$ cat src/gpakc_pkg.sv
`timescale 1ns / 1ps

package gpakc_pkg;

	localparam int unsigned DECRYPT_STEPS = 6;

	typedef enum logic [1:0] {
		REQ_CLEAR   = 2'd0,
		REQ_CLOCK   = 2'd1,
		REQ_DECRYPT = 2'd2,
		REQ_NONE    = 2'd3
	} gpakc_req_t;

	typedef enum logic [1:0] {
		ST_IDLE,
		ST_STEP,
		ST_FINISH
	} gpakc_state_t;

	// one engine clock, or a clear of all engine state
	typedef struct packed {
		logic       step;
		logic       clear;
		logic [7:0] data;
	} gpakc_ctl_t;

endpackage

$ cat src/gpakc_engine.sv
`timescale 1ns / 1ps

module gpakc_engine (
	input  logic                 clk,
	input  logic                 arst_n,
	input  gpakc_pkg::gpakc_ctl_t ctl,
	output logic [7:0]           out_byte
);
	import gpakc_pkg::*;

	localparam logic [5:0] MOD5 = 6'd31;
	localparam logic [7:0] MOD7 = 8'd127;

	function automatic logic [4:0] eac5(input logic [4:0] a, input logic [4:0] b);
		logic [5:0] s;
		s = {1'b0, a} + {1'b0, b};
		if (s > MOD5) begin
			s = s - MOD5;
		end
		return s[4:0];
	endfunction

	function automatic logic [6:0] eac7(input logic [6:0] a, input logic [6:0] b);
		logic [7:0] s;
		s = {1'b0, a} + {1'b0, b};
		if (s > MOD7) begin
			s = s - MOD7;
		end
		return s[6:0];
	endfunction

	logic [4:0] r_q [7];
	logic [6:0] s_q [7];
	logic [4:0] t_q [5];
	logic [7:0] out_q;

	logic [4:0] r_d [7];
	logic [6:0] s_d [7];
	logic [4:0] t_d [5];
	logic [7:0] d;
	logic [4:0] ri, ti;
	logic [6:0] si;
	logic [3:0] sel, nib;

	always_comb begin
		d  = ctl.data ^ out_q;
		ri = d[4:0];
		si = {d[3:0], d[7:5]};
		ti = d[7:3];

		r_d[0] = eac5(r_q[3], {r_q[6][3:0], r_q[6][4]});
		r_d[1] = r_q[0];
		r_d[2] = r_q[1];
		r_d[3] = r_q[2] ^ ri;
		r_d[4] = r_q[3];
		r_d[5] = r_q[4];
		r_d[6] = r_q[5];

		s_d[0] = eac7(s_q[5], {s_q[6][5:0], s_q[6][6]});
		s_d[1] = s_q[0];
		s_d[2] = s_q[1];
		s_d[3] = s_q[2];
		s_d[4] = s_q[3];
		s_d[5] = s_q[4] ^ si;
		s_d[6] = s_q[5];

		t_d[0] = eac5(t_q[4], t_q[2]);
		t_d[1] = t_q[0];
		t_d[2] = t_q[1] ^ ti;
		t_d[3] = t_q[2];
		t_d[4] = t_q[3];

		sel = s_d[0][3:0];
		nib = (~sel & (r_d[0][3:0] ^ r_d[4][3:0])) | (sel & (t_d[0][3:0] ^ t_d[3][3:0]));
	end

	always_ff @(posedge clk or negedge arst_n) begin
		if (!arst_n) begin
			for (int i = 0; i < 7; i++) begin
				r_q[i] <= '0;
				s_q[i] <= '0;
			end
			for (int i = 0; i < 5; i++) begin
				t_q[i] <= '0;
			end
			out_q <= '0;
		end else if (ctl.clear) begin
			for (int i = 0; i < 7; i++) begin
				r_q[i] <= '0;
				s_q[i] <= '0;
			end
			for (int i = 0; i < 5; i++) begin
				t_q[i] <= '0;
			end
			out_q <= '0;
		end else if (ctl.step) begin
			r_q   <= r_d;
			s_q   <= s_d;
			t_q   <= t_d;
			out_q <= {out_q[3:0], nib};
		end
	end

	assign out_byte = out_q;

endmodule

$ cat src/gpa_keystream_cipher.sv
`timescale 1ns / 1ps
// A request runs N engine steps (N = repeat_count, 6 for decrypt, 0 otherwise);
// then ST_FINISH loads the result and sets out_valid when no output is pending.
// Only ST_IDLE takes a request, so the single engine step unit does one at a time.
// Reset: arst_n clears all engine registers and the sequencer, not the output bytes.

module gpa_keystream_cipher (
	input  logic       clk,
	input  logic       arst_n,
	input  logic       in_valid,
	output logic       in_ready,
	input  logic [1:0] req_type,
	input  logic [7:0] data_in,
	input  logic [2:0] repeat_count,
	output logic       out_valid,
	input  logic       out_ready,
	output logic [7:0] out_byte,
	output logic [7:0] plain_byte
);
	import gpakc_pkg::*;

	gpakc_state_t state_q, state_d;
	gpakc_ctl_t   ctl;
	gpakc_req_t   req;

	logic [2:0] steps_q;
	logic [7:0] data_q;
	logic [7:0] plain_q;
	logic       decrypt_q;
	logic       out_valid_q;
	logic [7:0] out_byte_q;
	logic [7:0] plain_byte_q;
	logic [7:0] eng_out;
	logic       accept;
	logic       out_load;
	logic [7:0] plain_now;

	assign req       = gpakc_req_t'(req_type);
	assign accept    = in_valid && in_ready;
	assign plain_now = data_in ^ eng_out;

	gpakc_engine u_engine (
		.clk      (clk),
		.arst_n   (arst_n),
		.ctl      (ctl),
		.out_byte (eng_out)
	);

	always_comb begin
		state_d = state_q;
		unique case (state_q)
			ST_IDLE: begin
				if (in_valid) begin
					if ((req == REQ_CLOCK && repeat_count != 3'd0) || req == REQ_DECRYPT) begin
						state_d = ST_STEP;
					end else begin
						state_d = ST_FINISH;
					end
				end
			end
			ST_STEP: begin
				if (steps_q == 3'd1) begin
					state_d = ST_FINISH;
				end
			end
			ST_FINISH: begin
				if (!out_valid_q || out_ready) begin
					state_d = ST_IDLE;
				end
			end
			default: state_d = ST_IDLE;
		endcase
	end

	always_comb begin
		in_ready  = (state_q == ST_IDLE);
		ctl.step  = (state_q == ST_STEP);
		ctl.clear = accept && (req == REQ_CLEAR);
		ctl.data  = data_q;
		out_load  = (state_q == ST_FINISH) && (!out_valid_q || out_ready);
	end

	always_ff @(posedge clk or negedge arst_n) begin
		if (!arst_n) begin
			state_q     <= ST_IDLE;
			steps_q     <= '0;
			out_valid_q <= 1'b0;
		end else begin
			state_q <= state_d;
			if (accept) begin
				priority case (req)
					REQ_CLOCK:   steps_q <= repeat_count;
					REQ_DECRYPT: steps_q <= 3'(DECRYPT_STEPS);
					default:     steps_q <= '0;
				endcase
			end else if (ctl.step) begin
				steps_q <= steps_q - 3'd1;
			end
			if (out_load) begin
				out_valid_q <= 1'b1;
			end else if (out_ready) begin
				out_valid_q <= 1'b0;
			end
		end
	end

	always_ff @(posedge clk) begin
		if (accept) begin
			decrypt_q <= (req == REQ_DECRYPT);
			data_q    <= (req == REQ_DECRYPT) ? plain_now : data_in;
			plain_q   <= (req == REQ_DECRYPT) ? plain_now : 8'd0;
		end else if (ctl.step && decrypt_q) begin
			data_q <= 8'd0;
		end
		if (out_load) begin
			out_byte_q   <= eng_out;
			plain_byte_q <= plain_q;
		end
	end

	assign out_valid  = out_valid_q;
	assign out_byte   = out_byte_q;
	assign plain_byte = plain_byte_q;

endmodule
$ cat config.mk
export PLATFORM = sky130hd
export DESIGN_NAME = gpa_keystream_cipher
export DESIGN_NICKNAME = d
export VERILOG_FILES = /design/src/gpakc_pkg.sv /design/src/gpakc_engine.sv /design/src/gpa_keystream_cipher.sv
export SDC_FILE = /design/constraint.sdc
export NUM_CORES = 1
export LEC_CHECK = 0
export BUFFER_PORTS_ARGS = -buffer_cell sky130_fd_sc_hd__clkbuf_2
export CAP_MARGIN = 20
export CORE_ASPECT_RATIO = 0.9
export CORE_UTILIZATION = 43
export CTS_BUF_LIST = sky130_fd_sc_hd__clkbuf_16
export CTS_CLUSTER_DIAMETER = 60
export CTS_CLUSTER_SIZE = 40
export DETAILED_ROUTE_END_ITERATION = 16
export GPL_TIMING_DRIVEN = 0
export MAX_ROUTING_LAYER = met4
export PLACE_DENSITY_LB_ADDON = 0.3
export SLEW_MARGIN = 40
export SYNTH_ARGS = -nofsm -noshare
export SYNTH_HDL_FRONTEND = slang
export SYNTH_SLANG_ARGS = --single-unit
$ cat constraint.sdc
create_clock -name clk -period 4 [get_ports clk]
set_input_delay 0.2 -clock clk [delete_from_list [all_inputs] [get_ports clk]]
set_output_delay 0.2 -clock clk [all_outputs]
set_load 0.02 [all_outputs]
; Word-level counts from Yosys, hierarchy flattened
; Index checks and enable logic that the tools add are counted.
[word_totals]
wordCells = 97
input_bits = 17
out_inout_bits = 18
regBits = 156
[op_classes]
addsub = 7
bitwise = 11
muxes = 24
n_eq_ne = 8
order_cmp = 3
n_reduce_logical = 16
[op_table]
columns = cell, n
row1 = two-way mux 49 bit, 2
row2 = two-way mux 35 bit, 2
row3 = two-way mux 25 bit, 2
row4 = two-way mux 8 bit, 5
row5 = XOR 8 bit, 2
row6 = adder 5 x 5 -> 6 bit, 2
row7 = "greater-than comparator 6 x 5 -> 1 bit, second input constant", 2
row8 = two-way mux 5 bit, 2
row9 = "subtractor 5 bit, second input constant", 2
row10 = XOR 5 bit, 2
row11 = adder 7 x 7 -> 8 bit, 1
row12 = AND 4 bit, 2
row13 = "greater-than comparator 8 x 7 -> 1 bit, second input constant", 1
row14 = two-way mux 2 bit, 4
row15 = nonzero test 2 bit, 4
row16 = XOR 4 bit, 2
row17 = two-way mux 7 bit, 1
row18 = "subtractor 7 bit, second input constant", 1
row19 = XOR 7 bit, 1
row20 = two-way mux 3 bit, 2
row21 = one-hot mux 2 bit (3 select lines), 1
row22 = one-hot mux 3 bit (2 select lines), 1
row23 = logical AND 1 bit, 5
row24 = "equality test 2 x 1 -> 1 bit, second input constant", 2
row25 = other kinds (13), 18

; Longest topological paths before layout
[depth]
depth_word = 8
mapped_depth = 10
mapped_depth_nobuf = 10

; Cells and area by module
; A second synthesis with hierarchy kept.
[unflattened]
cells_unflattened = 732
hier_area_um2 = 7927.6
[modules_own_cells]
columns = module, seq_area_each_um2, cells_per_inst, area_each_um2, n_inst
row1 = gpakc_engine, 2927.8, 607, 6226.0, 1
row2 = gpa_keystream_cipher, 1141.1, 125, 1701.6, 1

; Worst setup path after synthesis
; OpenSTA, ideal clock, no wires.
[synth_path]
path_type = register -> register
start = register u_engine.r_q, in the netlist u_engine.r_d[10]
end = register u_engine.out_q[2], in the netlist u_engine.out_byte[2]
n_path_buf = 0
path_stages_with_launch = 11
required_ns = 3.879
synth_period_minus_slack_ns = 2.195
setup_time_ns = 0.121
arrival_time_ns = 2.074
setup_slack_ns = 1.805
cell_sequence = dfrtp_1 ha_1 inv_1 fa_1 inv_1 ha_1 a21boi_1 xor2_1 xnor2_1 mux2i_1 a22o_1
[synth_between]
elab_chain_cells = 8
word_cells_on_any_way = 9
cone_classes = 2 x add/sub / 1 x order compare / 3 x mux / 3 x bitwise
[synth_lines]
columns = item, line_no
row1 = start: declaration, gpakc_engine.sv:32  ; logic [4:0] r_q [7];
row2 = start signal: assignment, gpakc_engine.sv:97  ; r_q <= r_d;
row3 = adder 5 x 5 -> 6 bit (*), gpakc_engine.sv:16  ; s = {1'b0, a} + {1'b0, b};
row4 = subtractor 5 bit or greater-than comparator 6 x 5 -> 1 bit (tied branches), "gpakc_engine.sv:18, gpakc_engine.sv:17"
row5 = two-way mux 5 bit (*), gpakc_engine.sv:17  ; if (s > MOD5) begin
row6 = XOR 4 bit (*), gpakc_engine.sv:74  ; nib = (~sel & (r_d[0][3:0] ^ r_d[4][3:0])) | (sel & (t_d[0][3:0] ^ t_d[3][3:0]));
row7 = AND 4 bit (*), gpakc_engine.sv:74
row8 = OR 4 bit (*), gpakc_engine.sv:74
row9 = two-way mux 8 bit (*), gpakc_engine.sv:96  ; end else if (ctl.step) begin
row10 = two-way mux 8 bit (*), gpakc_engine.sv:87  ; end else if (ctl.clear) begin
row11 = end signal: assignment, gpakc_engine.sv:100  ; out_q <= {out_q[3:0], nib};
row12 = end: declaration, gpakc_engine.sv:35  ; logic [7:0] out_q;
; Mark *: on every way between the ends. The rest lies on a longest branch, timed or not. The select of a mux whose other input is x is not followed.
; A chain may end at the register's enable or synchronous reset.

; Worst setup path after layout
[layout_path]
start = register u_engine.s_q, in the netlist u_engine.s_d[0]
end = register u_engine.out_q[3], in the netlist u_engine.out_byte[3]
[layout_between]
elab_chain_cells = 8
word_cells_on_any_way = 10
cone_classes = 2 x add/sub / 1 x order compare / 3 x mux / 4 x bitwise
[layout_lines]
columns = item, line_no
row1 = start: declaration, gpakc_engine.sv:33  ; logic [6:0] s_q [7];
row2 = start signal: indexed assignment, gpakc_engine.sv:81  ; s_q[i] <= '0;
row3 = start signal: indexed assignment, gpakc_engine.sv:90  ; s_q[i] <= '0;
row4 = start signal: assignment, gpakc_engine.sv:98  ; s_q <= s_d;
row5 = adder 7 x 7 -> 8 bit (*), gpakc_engine.sv:25  ; s = {1'b0, a} + {1'b0, b};
row6 = subtractor 7 bit or greater-than comparator 8 x 7 -> 1 bit (tied branches), "gpakc_engine.sv:27, gpakc_engine.sv:26"
row7 = two-way mux 7 bit (*), gpakc_engine.sv:26  ; if (s > MOD7) begin
row8 = NOT 4 bit, gpakc_engine.sv:74
row9 = AND 4 bit, gpakc_engine.sv:74
row10 = OR 4 bit (*), gpakc_engine.sv:74
row11 = two-way mux 8 bit (*), gpakc_engine.sv:96
row12 = two-way mux 8 bit (*), gpakc_engine.sv:87
; Marked as above.

==> flow_summary.ini <==
[cts]
clock-sinks = 156
ctsRootBufferMaster = clkbuf_16
cts_setup_buffers = 0
cts.clk_slew.worst_paths_ns = 0.06
htree_num_levels = 4
insertion_delay_ns = 0.43
ctsLongestPathBuffers = 2
tritoncts = built
cts_buffers = 17

[critical_path]
cp.required_ns = 4.29
cp_num_buf_inv = 0
worstPathArrival_ns = 3.02
critPathKind = register to register
cp_max_fo = 3
cpPeakStageDelay_ns = 0.42
end_kind = register
worstPathCellList = ha_1 -> fa_1 -> xor2_1 -> nand3_1 -> nand2b_1 -> xnor2_1 -> mux2i_1 -> o21ai_1
reg2reg_from = u_engine.s_d[0]
critPathSlowestCell = fa_1
start_kind = register
crit_family = XOR/XNOR gates
critical_path.startpoint = u_engine.s_d[0]

[global_routing]
antenna_found_initial = 0
grt_pass1_wl_um = 25170
grt_max_degree = 69
grt-ovfl-total = 0
first_global_vias = 4706
grtUsageTotal = 0.2053

[drt]
ant_nets = 0
drt_iter0_drc = 343
drc = 0
wl_per_cell_um = 18.03
vias = 4688
routed_wl_um = 15500
avgViaCountPerCell = 5.451
dr.pass1.iters = 4

[logic_synthesis]
yosys-top-cells-area = dfrtp_1 (44%), edfxtp_1 (14%), a22o_1 (10%)
synth_cell_types = 44
netlist.area_leader.share = 0.4350
netlist_area_um2 = 7076
yosys_most_used_dff = dfrtp_1
syn_nets = 629
synth-edff-count = 33
yosys_warnings = 0
synth-seq-area-share = 0.5751
ys_async_sr_fraction = 0.7885
synth_cells = 584
avgSynthCellArea_um2 = 12.12
ys_ff_latch = 156
yosys.area.top_type = dfrtp_1

[layout]
syn_to_final_growth_pct = 15.19
n_antenna_cell = 0
utilization = 0.5053
mostFrequentLayoutCells = dfrtp_1 (123), a22o_1 (82), nand2_1 (58)
drive_gt1_frac = 0.1240
nets = 685
layout_commonest_cell = dfrtp_1

[timing]
setup_ws_ns = 1.273
min_period_ns = 2.727
fin_tns_setup_ns = 0
worst-slew-pin-transition_ns = 0.6321
slew_headroom = 0.5756
final.setup_skew_ns = 0.007435
finalSetupViolCount = 0
hold_viol = 0
fmax_mhz = 366.8
whs_ns = 0.08015
period_share = 0.6817
rsz0062_at_grt = no
drv_slew = 0

[pwr]
switching_share = 0.3959
power.net_switching_mw = 2.834
total_power_mw = 7.160
peakVddDrop_mv = 0.4078
p_leak_nw = 3.812
p_int_mw = 4.326
seq_power_share = 0.379
p_clk_frac = 0.214
power_per_cell_area_nw_per_um2 = 878.5
pwr-share-comb = 0.407

[placement]
routabilityCongestion = 0.8459
pre_cts_ws_ns = 1.327
dp_hpwl_um = 10930
port-buffer-count = 34

[die]
num_io_pins = 35
coreArea_um2 = 16130
start_util = 0.4386
std_cell_rows = 44
fp.dieH_um = 123.7
die_w_um = 137.2
die_area_um2 = 16970

[worst_hold_path]
hp-class = input port to register
holdCritStartpoint = repeat_count[0]

[status]
status = completed

[run]
maxCapViolations = 0
-- timing repair --
item | 4_1_cts | 5_1_grt
hold buffers | 1 | 0
endpoints found under the hold margin | 70 | 0
gates resized for setup | 0 | 0
-- routing by layer --
metal  global-route usage  up-vias  routed length [um]
met1               0.2891     2376                7584
li1                     -     2195                   -
met2               0.2955      100                7032
met3              0.04477       17                 655
met4              0.06593        0                 231
met5                    -        -                   0
-- synthesized netlist by cell type, drive strengths merged (4+ instances only) --
master and count:
a21o 10, a21oi 18, a22o 82, and2 9, buf 7, clkbuf 23, dfrtp 123, edfxtp 33
ha 25, inv 18, mux2i 6, nand2 58, nand2b 5, nand3 6, nand4 4, nor2 19
o21ai 39, xnor2 26, xor2 46
-- final cells by class --
type	instances	area (um^2)
Buffer	30	121.4
Clock buffer	17	425.4
Clock inverter	15	138.9
Fill cell	1405	7980
Inverter	18	67.56
Multi-Input combinational cell	380	2825
Sequential cell	156	4069
Tap cell	207	259.0
Timing Repair Buffer	37	244.0
-- worst reg2reg max path, stage by stage (launching register included) --
cell and delay, ns:
dfrtp_1 0.40, ha_1 0.25, fa_1 0.42, xor2_1 0.41
nand3_1 0.16, nand2b_1 0.18, xnor2_1 0.41, mux2i_1 0.29
o21ai_1 0.08
-- stage by stage --
step,instance area [um^2],std cells
3_3_place_gp,7505,825
2_1_floorplan,7076,584
4_1_cts,8145,860
3_5_place_dp,7571,827
6_report,8150,860
5_1_grt,8150,860
-- path summary, 6_finish.rpt --
check | endpoint | slack, ns | cells after the start
setup / recovery | u_engine.out_byte[3] | 1.27 | 8
hold / removal | steps_q[0] | 0.08 | 3
max in group asynchronous | u_engine.r_q[0] | 3.03 | 4
min in group asynchronous | u_engine.s_d[1] | 0.16 | 2
setup reg to reg | u_engine.out_byte[3] | 1.27 | 8
hold reg to reg | plain_byte[7] | 0.42 | 0
-- logic make-up (layout without fill, tap and decap cells) --
logic type,after synthesis,count (layout),synth area share
buffers and inverters,48,117,0.02670
AND/OR/NAND/NOR,112,112,0.07162
flip-flops,156,156,0.5751
XOR/XNOR,73,73,0.09355
multiplexers,8,8,0.01167
adder cells (fa/ha/maj),28,28,0.05270
AO/OA/AOI/OAI,159,159,0.1687
-- state kept, by name, summed over array words and instances, names as in the netlist, 2 cells and up --
signal,cells
state_q,2
out_byte,8
u_engine.s_d,35
u_engine.r_q,10
u_engine.out_byte,8
plain_byte,8
u_engine.r_d,25
data_q,8
plain_q,8
steps_q,3
u_engine.t_d,15
u_engine.t_q,10
u_engine.s_q,14
-- power by group through the flow --
stage	clock [mW]	combinational [mW]	sequential [mW]
finish	1.53	2.91	2.71
global route	1.63	3.22	2.78
CTS	1.55	2.92	2.71
detailed placement	0	2.89	2.73
global placement	0	2.79	2.71
floorplan	0	2.08	2.65
Note: power is estimated with default switching activity, not from simulation.
